==> src/assert_macros.svh <==
// Assertion macros used by the RTL of the sorting block.
`ifndef ASSERT_MACROS_SVH
`define ASSERT_MACROS_SVH

`ifndef SYNTHESIS

// Concurrent check on the rising clock edge, switched off while reset is low.
`define ASSERT_CLK(label, clk, rst_n, prop, msg) \
    label: assert property (@(posedge clk) disable iff (!rst_n) (prop)) else $error(msg);

// Concurrent check that also holds while reset is asserted.
`define ASSERT_ALWAYS(label, clk, prop, msg) \
    label: assert property (@(posedge clk) (prop)) else $error(msg);

`else

`define ASSERT_CLK(label, clk, rst_n, prop, msg)
`define ASSERT_ALWAYS(label, clk, prop, msg)

`endif

`endif

==> src/bsa_pkg.sv <==
// Package with the constants and the sequencer state type of the sorting block.
`timescale 1ns / 1ps

package bsa_pkg;

    // Width of one element.
    localparam int DATA_W = 32;

    // Default capacity of the element store.
    localparam int MAX_ITEMS_DEF = 16;

    // Sequencer states.
    typedef enum logic [2:0] {
        ST_LOAD,
        ST_PASS_START,
        ST_PASS_FIRST,
        ST_PASS_STEP,
        ST_PASS_END,
        ST_EMIT
    } bsa_state_t;

endpackage

==> src/bubble_sort_ascending_unit.sv <==
// Top level of the ascending bubble sort block: store, sort sequencer and output stage.
`timescale 1ns / 1ps

// The block takes a set of signed 32-bit words, one per input word, with
// tlast closing the set, and returns them in ascending signed order, equal
// values keeping their arrival order. Loading takes one word per cycle.
// The set of n words is then sorted in place in one synchronous memory with
// one read and one write port in n-1 bubble passes; a set of one word skips
// the sort. During emission a read is issued only once the single output
// register is empty, and the word read from the memory is then loaded into
// the output register, so the next word is read only after the last is taken.
// Words beyond MAX_ITEMS are dropped and every result of that set carries
// tuser set. Input is taken only while a set is being loaded; the next set
// may load while the final result still waits at the output.
module bubble_sort_ascending_unit #(
    parameter int MAX_ITEMS = bsa_pkg::MAX_ITEMS_DEF
) (
    input  logic                       clk,
    input  logic                       rst_n,
    // Input stream.
    input  logic                       s_axis_tvalid,
    output logic                       s_axis_tready,
    input  logic [bsa_pkg::DATA_W-1:0] s_axis_tdata,   // [31:0] value
    input  logic                       s_axis_tlast,   // last_in
    // Output stream.
    output logic                       m_axis_tvalid,
    input  logic                       m_axis_tready,
    output logic [bsa_pkg::DATA_W-1:0] m_axis_tdata,   // [31:0] sorted_value
    output logic                       m_axis_tlast,   // last_out
    output logic [0:0]                 m_axis_tuser    // [0] overflow
);

    import bsa_pkg::*;

    `include "assert_macros.svh"

    localparam int IDX_W = $clog2(MAX_ITEMS);
    localparam int CNT_W = $clog2(MAX_ITEMS + 1);
    localparam logic [CNT_W-1:0] CNT_MAX = CNT_W'(MAX_ITEMS);

    // Sequencer and datapath registers.
    bsa_state_t               state_reg,    state_next;
    logic [CNT_W-1:0]         count_reg,    count_next;
    logic                     dropped_reg,  dropped_next;
    logic [CNT_W-1:0]         n_reg,        n_next;
    logic                     ovf_reg,      ovf_next;
    logic [IDX_W-1:0]         end_reg,      end_next;
    logic [IDX_W-1:0]         k_reg,        k_next;
    logic signed [DATA_W-1:0] carry_reg,    carry_next;
    logic [CNT_W-1:0]         emit_idx_reg, emit_idx_next;
    logic                     rd_pend_reg,  rd_pend_next;
    logic                     pend_last_reg, pend_last_next;
    logic                     m_valid_reg,  m_valid_next;
    logic [DATA_W-1:0]        m_data_reg,   m_data_next;
    logic                     m_last_reg,   m_last_next;
    logic                     m_user_reg,   m_user_next;

    // Memory port controls.
    logic                     rd_en;
    logic [IDX_W-1:0]         rd_addr;
    logic signed [DATA_W-1:0] rd_data;
    logic                     wr_en;
    logic [IDX_W-1:0]         wr_addr;
    logic [DATA_W-1:0]        wr_data;

    logic [DATA_W-1:0]        mem [MAX_ITEMS];

    logic                     in_acc;
    logic                     full;
    logic [CNT_W-1:0]         held;

    // Element store: one write port and one registered read port.
    always_ff @(posedge clk)
    begin
        if (wr_en)
        begin
            mem[wr_addr] <= wr_data;
        end
        if (rd_en)
        begin
            rd_data <= mem[rd_addr];
        end
    end

    assign in_acc = s_axis_tvalid && s_axis_tready;
    assign full   = (count_reg == CNT_MAX);
    assign held   = full ? count_reg : (count_reg + CNT_W'(1));

    // Next state, memory accesses and output stage.
    always_comb
    begin
        state_next     = state_reg;
        count_next     = count_reg;
        dropped_next   = dropped_reg;
        n_next         = n_reg;
        ovf_next       = ovf_reg;
        end_next       = end_reg;
        k_next         = k_reg;
        carry_next     = carry_reg;
        emit_idx_next  = emit_idx_reg;
        rd_pend_next   = rd_pend_reg;
        pend_last_next = pend_last_reg;
        m_valid_next   = m_valid_reg;
        m_data_next    = m_data_reg;
        m_last_next    = m_last_reg;
        m_user_next    = m_user_reg;
        rd_en          = 1'b0;
        rd_addr        = k_reg;
        wr_en          = 1'b0;
        wr_addr        = k_reg;
        wr_data        = carry_reg;
        s_axis_tready  = 1'b0;

        // The output register empties when its word is taken.
        if (m_valid_reg && m_axis_tready)
        begin
            m_valid_next = 1'b0;
        end

        case (state_reg)
            ST_LOAD:
            begin
                s_axis_tready = 1'b1;
                if (in_acc)
                begin
                    if (!full)
                    begin
                        wr_en      = 1'b1;
                        wr_addr    = count_reg[IDX_W-1:0];
                        wr_data    = s_axis_tdata;
                        count_next = count_reg + CNT_W'(1);
                    end
                    else
                    begin
                        dropped_next = 1'b1;
                    end
                    if (s_axis_tlast)
                    begin
                        n_next        = held;
                        ovf_next      = dropped_reg || full;
                        end_next      = IDX_W'(held - CNT_W'(1));
                        count_next    = '0;
                        dropped_next  = 1'b0;
                        emit_idx_next = '0;
                        rd_pend_next  = 1'b0;
                        if (held > CNT_W'(1))
                        begin
                            state_next = ST_PASS_START;
                        end
                        else
                        begin
                            state_next = ST_EMIT;
                        end
                    end
                end
            end

            // Fetch the first element of the pass.
            ST_PASS_START:
            begin
                rd_en      = 1'b1;
                rd_addr    = '0;
                k_next     = '0;
                state_next = ST_PASS_FIRST;
            end

            // The first element becomes the carried value; fetch the second.
            ST_PASS_FIRST:
            begin
                carry_next = rd_data;
                rd_en      = 1'b1;
                rd_addr    = IDX_W'(1);
                state_next = ST_PASS_STEP;
            end

            // Compare the carried value with the next one; the smaller settles at k.
            ST_PASS_STEP:
            begin
                wr_en   = 1'b1;
                wr_addr = k_reg;
                if (carry_reg > rd_data)
                begin
                    wr_data = rd_data;
                end
                else
                begin
                    wr_data    = carry_reg;
                    carry_next = rd_data;
                end
                if ((k_reg + IDX_W'(1)) == end_reg)
                begin
                    state_next = ST_PASS_END;
                end
                else
                begin
                    rd_en   = 1'b1;
                    rd_addr = k_reg + IDX_W'(2);
                    k_next  = k_reg + IDX_W'(1);
                end
            end

            // The largest value of the pass settles at the end position.
            ST_PASS_END:
            begin
                wr_en    = 1'b1;
                wr_addr  = end_reg;
                wr_data  = carry_reg;
                end_next = end_reg - IDX_W'(1);
                if (end_reg == IDX_W'(1))
                begin
                    emit_idx_next = '0;
                    rd_pend_next  = 1'b0;
                    state_next    = ST_EMIT;
                end
                else
                begin
                    state_next = ST_PASS_START;
                end
            end

            // Read each element while the output register is empty.
            ST_EMIT:
            begin
                if (rd_pend_reg)
                begin
                    rd_pend_next = 1'b0;
                    m_valid_next = 1'b1;
                    m_data_next  = rd_data;
                    m_last_next  = pend_last_reg;
                    m_user_next  = ovf_reg;
                    if (pend_last_reg)
                    begin
                        state_next = ST_LOAD;
                    end
                end
                else if (!m_valid_reg)
                begin
                    rd_en          = 1'b1;
                    rd_addr        = emit_idx_reg[IDX_W-1:0];
                    rd_pend_next   = 1'b1;
                    pend_last_next = (emit_idx_reg == (n_reg - CNT_W'(1)));
                    emit_idx_next  = emit_idx_reg + CNT_W'(1);
                end
            end

            default:
            begin
                state_next = ST_LOAD;
            end
        endcase
    end

    // Control registers.
    always_ff @(posedge clk or negedge rst_n)
    begin
        if (!rst_n)
        begin
            state_reg    <= ST_LOAD;
            count_reg    <= '0;
            dropped_reg  <= 1'b0;
            rd_pend_reg  <= 1'b0;
            m_valid_reg  <= 1'b0;
        end
        else
        begin
            state_reg    <= state_next;
            count_reg    <= count_next;
            dropped_reg  <= dropped_next;
            rd_pend_reg  <= rd_pend_next;
            m_valid_reg  <= m_valid_next;
        end
    end

    // Payload registers.
    always_ff @(posedge clk)
    begin
        n_reg         <= n_next;
        ovf_reg       <= ovf_next;
        end_reg       <= end_next;
        k_reg         <= k_next;
        carry_reg     <= carry_next;
        emit_idx_reg  <= emit_idx_next;
        pend_last_reg <= pend_last_next;
        m_data_reg    <= m_data_next;
        m_last_reg    <= m_last_next;
        m_user_reg    <= m_user_next;
    end

    assign m_axis_tvalid = m_valid_reg;
    assign m_axis_tdata  = m_data_reg;
    assign m_axis_tlast  = m_last_reg;
    assign m_axis_tuser  = m_user_reg;

    // A pending read only exists during emission.
    `ASSERT_CLK(a_pend_in_emit, clk, rst_n, rd_pend_reg |-> (state_reg == ST_EMIT), "read pending outside emission")

    // A read is issued only into an empty output register.
    `ASSERT_CLK(a_pend_out_empty, clk, rst_n, rd_pend_reg |-> !m_valid_reg, "read issued while output occupied")

    // A new output word always follows a memory read.
    `ASSERT_CLK(a_out_after_read, clk, rst_n, $rose(m_valid_reg) |-> $past(rd_pend_reg), "output word without a read")

    // The fill count never passes the capacity.
    `ASSERT_CLK(a_count_bound, clk, rst_n, count_reg <= CNT_MAX, "fill count beyond capacity")

    // Sorting stays inside the held elements.
    `ASSERT_CLK(a_sort_bound, clk, rst_n, (state_reg == ST_PASS_STEP) |-> ((k_reg < end_reg) && (CNT_W'(end_reg) < n_reg)), "sort index out of range")

endmodule

==> config.mk <==
export PLATFORM = sky130hd
export DESIGN_NAME = bubble_sort_ascending_unit
export DESIGN_NICKNAME = d
export VERILOG_FILES = /design/src/bsa_pkg.sv /design/src/bubble_sort_ascending_unit.sv
export VERILOG_INCLUDE_DIRS = /design/src /design/src/src
export SDC_FILE = /design/constraint.sdc
export NUM_CORES = 1
export LEC_CHECK = 0
export BUFFER_PORTS_ARGS = -buffer_cell sky130_fd_sc_hd__buf_2
export CAP_MARGIN = 20
export CORE_MARGIN = 3
export CORE_UTILIZATION = 50
export CTS_CLUSTER_SIZE = 30
export DETAILED_ROUTE_END_ITERATION = 10
export GPL_TIMING_DRIVEN = 1
export PLACE_DENSITY_LB_ADDON = 0.08
export SLEW_MARGIN = 25
export SYNTH_ARGS = -nofsm -noshare
export SYNTH_HDL_FRONTEND = slang
export SYNTH_SLANG_ARGS = --single-unit
==> constraint.sdc <==
create_clock -name clk -period 5.12 [get_ports clk]
set_clock_uncertainty 0.2 [all_clocks]
set_input_delay 0.512 -clock clk [delete_from_list [all_inputs] [get_ports clk]]
set_output_delay 0.512 -clock clk [all_outputs]
set_load 0.02 [all_outputs]
==> run summary, run 1 <==
Run status = finished, final reports clean
Reg2Reg Depth = 9
Area fraction of the dominant cell type after synthesis = 0.704
CTS clk-pin slew, worst paths = 0.07 ns
Routed wire per std cell = 23.8 um
Initial Util = 0.509
Area Growth Syn to Fin = 14.4%
Total vias in the final route = 16.9k
Area leader, netlist = edfxtp_1
Peak Freq = 0.239 GHz
Beginning of the worst hold path = m_axis_tready
Post-DRT Antenna Nets = 0
Core area = 0.0529 mm2
Vias in the first global route = 16.1k
Largest net degree at the start of global routing = 117
Root buffer cell = clkbuf_16
Share of layout cells above drive strength 1 = 0.129
Cell Count, Final, Fillers Out = 2857
Setup crit start = k_reg[0]$_SDFFCE_PN0P_
I/O pins = 73
DP HPWL = 40000 um
Max reg flops = 512
Max-cap violations = 0
H-tree levels = 3
Yosys Warn Count = 0
Place WS = 0.970 ns
Relative slew slack = 0.342
Final slew viol count = 0
Endpoints failing hold = 0
Clock Path Buffers = 3
R2r startpoint = k_reg[0]$_SDFFCE_PN0P_
Cell count after synthesis = 2007
Area of the mapped netlist = 0.0269 mm2
Post-route setup TNS = 0 ns
Crit path depth = 9
Reg2reg setup slack = 0.94 ns
Slew @ Worst Pin = 0.987 ns
Hold Path Depth = 3
Num CTS Buffers = 68
CTS Sinks = 641
HP Class = input port to flop
Fin crit share = 0.817
Distinct cells, synth = 65
Most numerous cell in the Yosys netlist = edfxtp_1
Antenna diodes = 0
GRT Total Usage = 0.240
RSZ-0062 raised after global routing = false
Port Buffers = 72
Final Worst Setup Slack = 0.937 ns
CP Launch Type = flop
Crit path max fanout = 18
Post-Place Cells = 2723
Routed WL = 67900 um
Synth Flop Type = edfxtp_1
Synth area leaders = edfxtp_1 (70%), nand2_1 (7.5%), mux2i_1 (3.6%)
Min cycle time layout = 4.18 ns
Vias/cell = 5.91
Antenna violations before repair = 5
GPL Wtd Cong = 0.820
Drt drc = 0
Biggest register = mem
CP delay by family, top = compound AO/OA/AOI/OAI gates
Die Span X = 238 um
Crit. End Element = flop
Crit path buffers/inverters = 1
Worst setup path endpoint = rd_data[11]$_DFFE_PP_
Critical path, cell by cell = ha_1, xor3_2, nor3_4, a21oi_1, a222oi_1, nor3b_4, buf_4, a32oi_1, o221ai_1
Final net count = 2193
TritonCTS clock tree = built
# fillers = 4176
First-pass GRT wire length = 102000 um
WS Path Type = flop to flop
Crit path required time = 5.21 ns
Slowest cell on crit path = nor3b_4
RR Endpoint = rd_data[11]$_DFFE_PP_
Syn avg cell area = 13.4 um2
Crit path largest cell delay = 0.57 ns
Seq/Total Area, Yosys = 0.714
Die height = 238 um
1st-iter DRT viols = 1747
Cell Rows = 84
Seq cells post-synth = 641
Final setup vio count = 0
1st-pass router iterations = 6
Most common library cells after synthesis = edfxtp_1 (630), nand2_1 (535), nand3_1 (102), mux2i_1 (96), clkbuf_1 (80)
Die ar. = 0.0566 mm2
Post-synth EDFFs = 630
Arrival time of the worst setup path = 4.28 ns
Post-Syn Nets = 2086
Post-synth ARST share = 0.0172
Skew-Pair Late Insertion Delay = 0.60 ns
Grt ovf = 0
## cells by family after synthesis
family | count (synthesis) | share of synthesized area
XOR/XNOR | 22 | 0.00833
flip-flops | 641 | 0.714
AND/OR/NAND/NOR | 769 | 0.124
AO/OA/AOI/OAI | 273 | 0.0719
adder cells (fa/ha/maj) | 42 | 0.0195
multiplexers | 97 | 0.0362
buffers and inverters | 163 | 0.0261
## what timing repair did
item                      in CTS  in global routing
hold buffers                   2                  0
gates resized for setup        0                  0
hold endpoints to repair      12                  0
buffers inserted               0                  0
## worst register-to-register path, delay by kind of cell, from the launching register on
family,cells,cell delay (ns)
flops,1,0.53
compound gates,4,1.13
buf+inv,1,0.43
simple gates,2,0.86
xor+xnor,1,0.41
fa+ha+maj,1,0.30
## per-stage QoR
stage                     instance area, um2   util  hold WS [ns]
after detailed placement               28500  0.539         0.192
after floorplan                        26900      -        0.0164
after global placement                 28500  0.539         0.194
final                                  30800  0.582        0.0329
after CTS                              30700  0.581       0.00132
after global routing                   30800  0.582       0.00239
## per-layer routing
metal  track usage  vias up  wire, um
met5             0        -         0
met4        0.0643        0      1440
met3        0.0504      102      5620
met2         0.366      715     30700
met1         0.356     8389     30100
li1              -     7665         -
## how the worst min path moves through the flow
stage | to | slack (ns)
after detailed placement | count_reg[1]$_DFFE_PN0P_ | 0.19
final | m_axis_tvalid$_DFF_PN0_ | 0.03
after floorplan | count_reg[0]$_DFFE_PN0P_ | 0.02
after global placement | count_reg[1]$_DFFE_PN0P_ | 0.19
after CTS | m_axis_tvalid$_DFF_PN0_ | 0.001
after global routing | m_axis_tvalid$_DFF_PN0_ | 0.002
## cell type report
class / count / area (um2) / area share
Sequential cell: 641 / 19200 / 0.624
Tap cell: 688 / 861 / 0.0280
Clock inverter: 34 / 314 / 0.0102
Timing Repair Buffer: 153 / 1170 / 0.0381
Multi-Input combinational cell: 1203 / 7190 / 0.234
Clock buffer: 91 / 1850 / 0.0602
Inverter: 47 / 176 / 0.00574
## cell usage in the layout, fill, tap and decap left out, types with 5 or more instances in the layout
cell,synthesis,routed
a21oi_1,25,24
a32oi_1,33,33
buf_12,0,16
buf_2,23,73
buf_4,2,56
bufinv_16,0,5
clkbuf_1,80,19
clkbuf_16,0,70
clkbuf_4,0,6
clkinv_1,0,12
clkinv_2,0,9
dfrtp_1,11,11
edfxtp_1,630,630
ha_1,42,42
inv_1,47,47
mux2i_1,96,96
nand2_1,535,535
nand2b_1,6,5
nand3_1,102,102
nand3b_1,36,36
nand4_1,10,10
nor2_1,40,23
nor2_4,0,16
nor2b_1,6,6
nor3_1,6,5
o211ai_1,66,66
o21a_1,7,7
o21ai_0,72,72
o221ai_1,32,32
xnor2_1,13,13
xor2_1,7,7
Power of run 1 is not shown: default switching activity piles up to over one toggle a cycle in this logic, so the estimate is an artifact.
==> run 2, diff against run 1 <==
--- a/config.mk
+++ b/config.mk
@@ -6,6 +6,7 @@
 export SDC_FILE = /design/constraint.sdc
 export NUM_CORES = 1
 export LEC_CHECK = 0
+export ABC_AREA = 1
 export BUFFER_PORTS_ARGS = -buffer_cell sky130_fd_sc_hd__buf_2
 export CAP_MARGIN = 20
 export CORE_MARGIN = 3
==> constraint.sdc (replaced) <==
create_clock -name clk -period 4 [get_ports clk]
set_clock_uncertainty 0.2 [all_clocks]
set_input_delay 0.4 -clock clk [delete_from_list [all_inputs] [get_ports clk]]
set_output_delay 0.4 -clock clk [all_outputs]
set_load 0.02 [all_outputs]
==> run 2 against run 1 <==
Count of clock-buffer cells in the layout increased by 3. Highest routed layer unchanged. First-iteration DRC count increased by 29%. Register-to-register slack got worse by 0.50 ns. Critical endpoint is now mem[2][23]$_DFFE_PP_. Final cell count increased by 31%.
==> run summary, run 2 <==
Crit path max fanout = 23
Arrival time of the worst setup path = 3.65 ns
Most common library cells after synthesis = nand2_1 (867), edfxtp_1 (630), nand3_1 (404), inv_1 (375), o21ai_1 (120)
Final setup vio count = 0
First-pass GRT wire length = 122000 um
Final slew viol count = 0
Syn avg cell area = 10.2 um2
Reg power frac = 0.538
Seq/Total Area, Yosys = 0.657
Area leader, netlist = edfxtp_1
Net Sw Power = 2.61 mW
Min cycle time layout = 3.56 ns
WS Path Type = flop to flop
Place WS = 0.494 ns
Clock Path Buffers = 3
Port Buffers = 72
Routed wire per std cell = 21.4 um
Run status = finished, final reports clean
Vias in the first global route = 19.8k
Crit-path most repeated cell = nand2_1
H-tree levels = 3
I/O pins = 73
Synth Flop Type = edfxtp_1
1st-pass router iterations = 6
Largest net degree at the start of global routing = 134
Commonest non-fill, non-tap cell in the layout = nand2_1
Yosys Warn Count = 0
Vias/cell = 5.52
Post-synth EDFFs = 630
Sw Ratio = 0.193
Reg2Reg Depth = 12
Die height = 248 um
Post-DRT Antenna Nets = 0
Relative slew slack = 0.337
Worst IR drop on VDD = 0.362 mV
Core area = 0.0571 mm2
Crit. End Element = flop
Crit path required time = 4.09 ns
Clock share of power = 0.460
Post-CTS setup buffer count = 0
Slew @ Worst Pin = 0.993 ns
Lkg Pwr = 12.6 nW
Biggest register = mem
HP Class = flop to flop
Internal = 10.9 mW
Slowest cell on crit path = nor2_4
Crit path largest cell delay = 0.48 ns
Skew-Pair Late Insertion Delay = 0.61 ns
Cell count after synthesis = 2862
CTS Sinks = 641
Final net count = 3004
Area fraction of the dominant cell type after synthesis = 0.647
DP HPWL = 46800 um
Hold Path Depth = 0
Root buffer cell = clkbuf_16
Antenna violations before repair = 0
Post-synth ARST share = 0.0172
Total vias in the final route = 20.6k
GRT Total Usage = 0.264
Routed WL = 80000 um
Fin crit share = 0.890
GPL Wtd Cong = 0.895
Post-route setup TNS = 0 ns
Die Span X = 248 um
Cell Rows = 87
Most numerous cell in the Yosys netlist = nand2_1
Grt ovf = 0
Seq cells post-synth = 641
RSZ-0062 raised after global routing = false
Area of the mapped netlist = 0.0292 mm2
1st-iter DRT viols = 2254
Drt drc = 0
TritonCTS clock tree = built
Num CTS Buffers = 70
Endpoints failing hold = 0
Commonest non-fill, non-tap cells in the layout = nand2_1 (865), edfxtp_1 (630), nand3_1 (403), inv_1 (375), o21ai_1 (120)
Max-cap violations = 0
Power per cell area = 408 mW/mm2
Area Growth Syn to Fin = 13.2%
Post-Syn Nets = 2941
Comb pwr share = 0.002
Distinct cells, synth = 38
Synth area leaders = edfxtp_1 (65%), nand2_1 (11%), nand3_1 (6.9%)
Share of layout cells above drive strength 1 = 0.0930
Critical path, cell by cell = nor2_2, nand2_1, inv_2, nand2_1, inv_2, nand2_2, nand2_1, o221ai_1, nor2_1, nand2_1, nor2_4, buf_12
Die ar. = 0.0614 mm2
Final Worst Setup Slack = 0.439 ns
Max reg flops = 512
Peak Freq = 0.281 GHz
CP Launch Type = flop
CTS clk-pin slew, worst paths = 0.06 ns
Initial Util = 0.512
-- run 2: critical path: cells and delay by family (launching register included) --
family | cells | cell delay (ns)
AOI/OAI and AO/OA | 1 | 0.22
buffers and inverters | 3 | 0.57
and+or+nand+nor | 8 | 1.78
DFF | 1 | 0.43
-- run 2: path summary, 6_finish.rpt --
| kind | start | end | slack [ns] |
|---|---|---|---|
| max in group asynchronous | rst_n | count_reg[2]$_DFFE_PN0P_ | 2.53 |
| max reg2reg | state_reg[1]$_DFFE_PN0P_ | mem[2][23]$_DFFE_PP_ | 0.44 |
| min reg2reg | ovf_reg$_DFFE_PP_ | m_axis_tuser$_DFFE_PP_ | 0.24 |
| min in group asynchronous | rst_n | m_axis_tvalid$_DFF_PN0_ | 0.68 |
| min | ovf_reg$_DFFE_PP_ | m_axis_tuser$_DFFE_PP_ | 0.24 |
| max | state_reg[1]$_DFFE_PN0P_ | mem[2][23]$_DFFE_PP_ | 0.44 |
-- run 2: power by group through the flow --
stage,Combinational [mW],Clock (mW),Sequential [mW]
2_1_floorplan,0.000398,0,7.40
3_3_place_gp,0.0205,0,7.40
3_5_place_dp,0.0222,0,7.40
4_1_cts,0.0262,6.32,7.26
5_1_grt,0.0285,6.60,7.26
6_report,0.0260,6.21,7.26
-- run 2: through the flow --
stage | std cells | cell area [um2] | total power, mW | util | hold WS, ns
2_1_floorplan | 2862 | 29200 | 7.40 | - | -0.0956
3_3_place_gp | 3602 | 30800 | 7.42 | 0.539 | 0.0891
3_5_place_dp | 3602 | 30800 | 7.42 | 0.539 | 0.0957
4_1_cts | 3733 | 33100 | 13.6 | 0.578 | 0.247
5_1_grt | 3734 | 33100 | 13.9 | 0.579 | 0.252
6_report | 3735 | 33100 | 13.5 | 0.579 | 0.245
-- run 2: area by class of cell --
cell class	instances	area, um2
Fill cell	4924	24100
Sequential cell	641	19200
Multi-Input combinational cell	1684	8060
Clock buffer	94	1950
Inverter	385	1450
Timing Repair Buffer	143	1250
Tap cell	756	946
Clock inverter	31	238
Antenna cell	1	2.50
-- run 2: per-layer routing --
| metal | up-vias | track usage | share of wire |
|---|---|---|---|
| met5 | - | 0 | 0 |
| met4 | 0 | 0.0680 | 0.018 |
| met3 | 94 | 0.0631 | 0.10 |
| met2 | 908 | 0.387 | 0.43 |
| met1 | 9888 | 0.397 | 0.45 |
| li1 | 9726 | - | - |
-- run 2: cells by family after synthesis --
kind of cell / after synthesis / share of synthesized area
AOI/OAI and AO/OA: 215 / 0.0383
adders and majority gates: 42 / 0.0180
and+or+nand+nor: 1414 / 0.209
buffers and inverters: 537 / 0.0739
xor gates and xnor gates: 13 / 0.00390
DFF: 641 / 0.657
-- run 2: what timing repair did --
item / CTS / global route
hold buffers: 6 / 0
resized for setup: 0 / 0
endpoints found under the hold margin: 18 / 0
Power figures use the tool's default switching activity.
==> run 3, diff against run 2 <==
==> constraint.sdc (replaced) <==
create_clock -name clk -period 4.08 [get_ports clk]
set_clock_uncertainty 0.2 [all_clocks]
set_input_delay 0.408 -clock clk [delete_from_list [all_inputs] [get_ports clk]]
set_output_delay 0.408 -clock clk [all_outputs]
set_load 0.02 [all_outputs]
==> run 3 against run 2 <==
Maximum frequency grew 0.23%. Worst hold slack lost 0.016 ns. Sequential cell count is the same. Via count grew 0.20%. Sequential share of layout area shrank 0.14 points. Count of clock-buffer cells in the layout shrank 7. Final area grew 0.23%. Sequential power shrank 2%. Final cell count shrank 0.13%. Die area is the same. First-iteration DRC count grew 1.2%.
==> run summary, run 3 (same netlist as run 2, synthesis figures left out) <==
Run status = finished, final reports clean
Clock Path Buffers = 3
Antenna violations before repair = 0
1st-pass router iterations = 5
Total vias in the final route = 20.7k
Final Worst Setup Slack = 0.528 ns
Slew @ Worst Pin = 0.833 ns
HP Class = flop to flop
Post-route setup TNS = 0 ns
Final net count = 2999
First-pass GRT wire length = 123000 um
CTS clk-pin slew, worst paths = 0.06 ns
Relative slew slack = 0.445
Crit path buffers/inverters = 3
Max-cap violations = 0
Final slew viol count = 0
Worst IR drop on VDD = 0.293 mV
Area Growth Syn to Fin = 13.4%
Crit path required time = 4.12 ns
Post-CTS setup buffer count = 0
RSZ-0062 raised after global routing = false
RR Endpoint = mem[12][28]$_DFFE_PP_
CP delay by family, top = simple AND/OR/NAND/NOR gates
Initial Util = 0.512
DP HPWL = 47900 um
Root buffer cell = clkbuf_16
Vias/cell = 5.54
Commonest non-fill, non-tap cells in the layout = nand2_1 (865), edfxtp_1 (630), nand3_1 (403), inv_1 (375), o21ai_1 (120)
Cell Rows = 87
Die ar. = 0.0614 mm2
1st-iter DRT viols = 2282
Largest net degree at the start of global routing = 134
Reg2reg setup slack = 0.53 ns
Vias in the first global route = 19.4k
Sequential Area = 0.0192 mm2
Critical path, cell by cell = nor2_2, nand2_1, inv_2, nand2_1, inv_2, nand2_2, o21ai_0, o21ai_0, a21oi_1, nand2_1, nor2_4, buf_4
Arrival time of the worst setup path = 3.60 ns
Crit path depth = 12
Reg2Reg Depth = 12
Share of layout cells above drive strength 1 = 0.0928
Slowest cell on crit path = dfrtp_1
Post_cts resized = 0
Final setup vio count = 0
R2r startpoint = state_reg[1]$_DFFE_PN0P_
Port Buffers = 72
Power per cell area = 411 mW/mm2
Routed wire per std cell = 21.5 um
Min Hold Slack = 0.229 ns
WS Path Type = flop to flop
Min cycle time layout = 3.55 ns
Grt ovf = 0
Max reg flops = 512
CP Launch Type = flop
Multi-input logic area = 0.00806 mm2
Worst setup path endpoint = mem[12][28]$_DFFE_PP_
Die height = 248 um
CTS Sinks = 641
Drt drc = 0
Cell Count, Final, Fillers Out = 3730
H-tree levels = 3
TritonCTS clock tree = built
Post-DRT Antenna Nets = 0
Endpoints failing hold = 0
Peak Freq = 0.282 GHz
Crit path largest cell delay = 0.44 ns
Crit-path most repeated cell = nand2_1
Place WS = 0.600 ns
Routed WL = 80400 um
Post-Place Cells = 3599
Die Span X = 248 um
Hold-fix buffers at CTS = 6
Num CTS Buffers = 69
Setup crit start = state_reg[1]$_DFFE_PN0P_
GRT Total Usage = 0.266
Core area = 0.0571 mm2
Skew-Pair Late Insertion Delay = 0.60 ns
Crit. End Element = flop
Crit path max fanout = 21
Final Core Density = 0.580
Fin crit share = 0.871
Commonest non-fill, non-tap cell in the layout = nand2_1
Biggest register = mem
Lkg Pwr = 12.7 nW
# fillers = 4806
I/O pins = 73
GPL Wtd Cong = 0.915
-- run 3: cell count changes in the layout (fill, tap and decap cells not counted), sizes merged --
cell,before,now
buf,137,133
bufinv,3,11
clkbuf,94,87
clkinv,24,20
clkinvlp,1,3
-- run 3: how the worst min path moves through the flow --
stage,start,to,slack (ns),cells after the start
floorplan,rst_n,count_reg[0]$_DFFE_PN0P_,-0.09,0
global placement,rst_n,dropped_reg$_DFFE_PN0P_,0.09,1
detailed placement,rst_n,dropped_reg$_DFFE_PN0P_,0.1,1
CTS,ovf_reg$_DFFE_PP_,m_axis_tuser$_DFFE_PP_,0.23,0
global route,ovf_reg$_DFFE_PP_,m_axis_tuser$_DFFE_PP_,0.24,0
finish,ovf_reg$_DFFE_PP_,m_axis_tuser$_DFFE_PP_,0.23,0
-- run 3: area by class of cell --
type	instances	share of cell area
Antenna cell	1	0.0000755
Clock buffer	87	0.0560
Clock inverter	37	0.0142
Inverter	385	0.0437
Multi-Input combinational cell	1684	0.243
Sequential cell	641	0.579
Tap cell	756	0.0285
Timing Repair Buffer	139	0.0355
-- run 3: report_power, final --
| part | switching [mW] | leakage [nW] | internal (mW) |
|---|---|---|---|
| sequential | 0.0000000000000000386 | 4.86 | 7.12 |
| combinational | 0.00995 | 6.67 | 0.0152 |
| clock | 2.56 | 1.12 | 3.93 |
-- run 3: layer usage --
layer  up-vias  global-route usage  part of all wire
li1       9705                   -                 -
met1      9881               0.423              0.46
met2       961               0.378              0.43
met3       111              0.0422             0.092
met4         0              0.0705             0.019
met5         -                   0                 0
-- run 3: per-stage QoR --
| step | cell area [um2] | power, mW |
|---|---|---|
| 2_1_floorplan | 29200 | 7.26 |
| 3_3_place_gp | 30700 | 7.28 |
| 3_5_place_dp | 30800 | 7.28 |
| 4_1_cts | 33200 | 13.8 |
| 5_1_grt | 33200 | 14.0 |
| 6_report | 33200 | 13.6 |
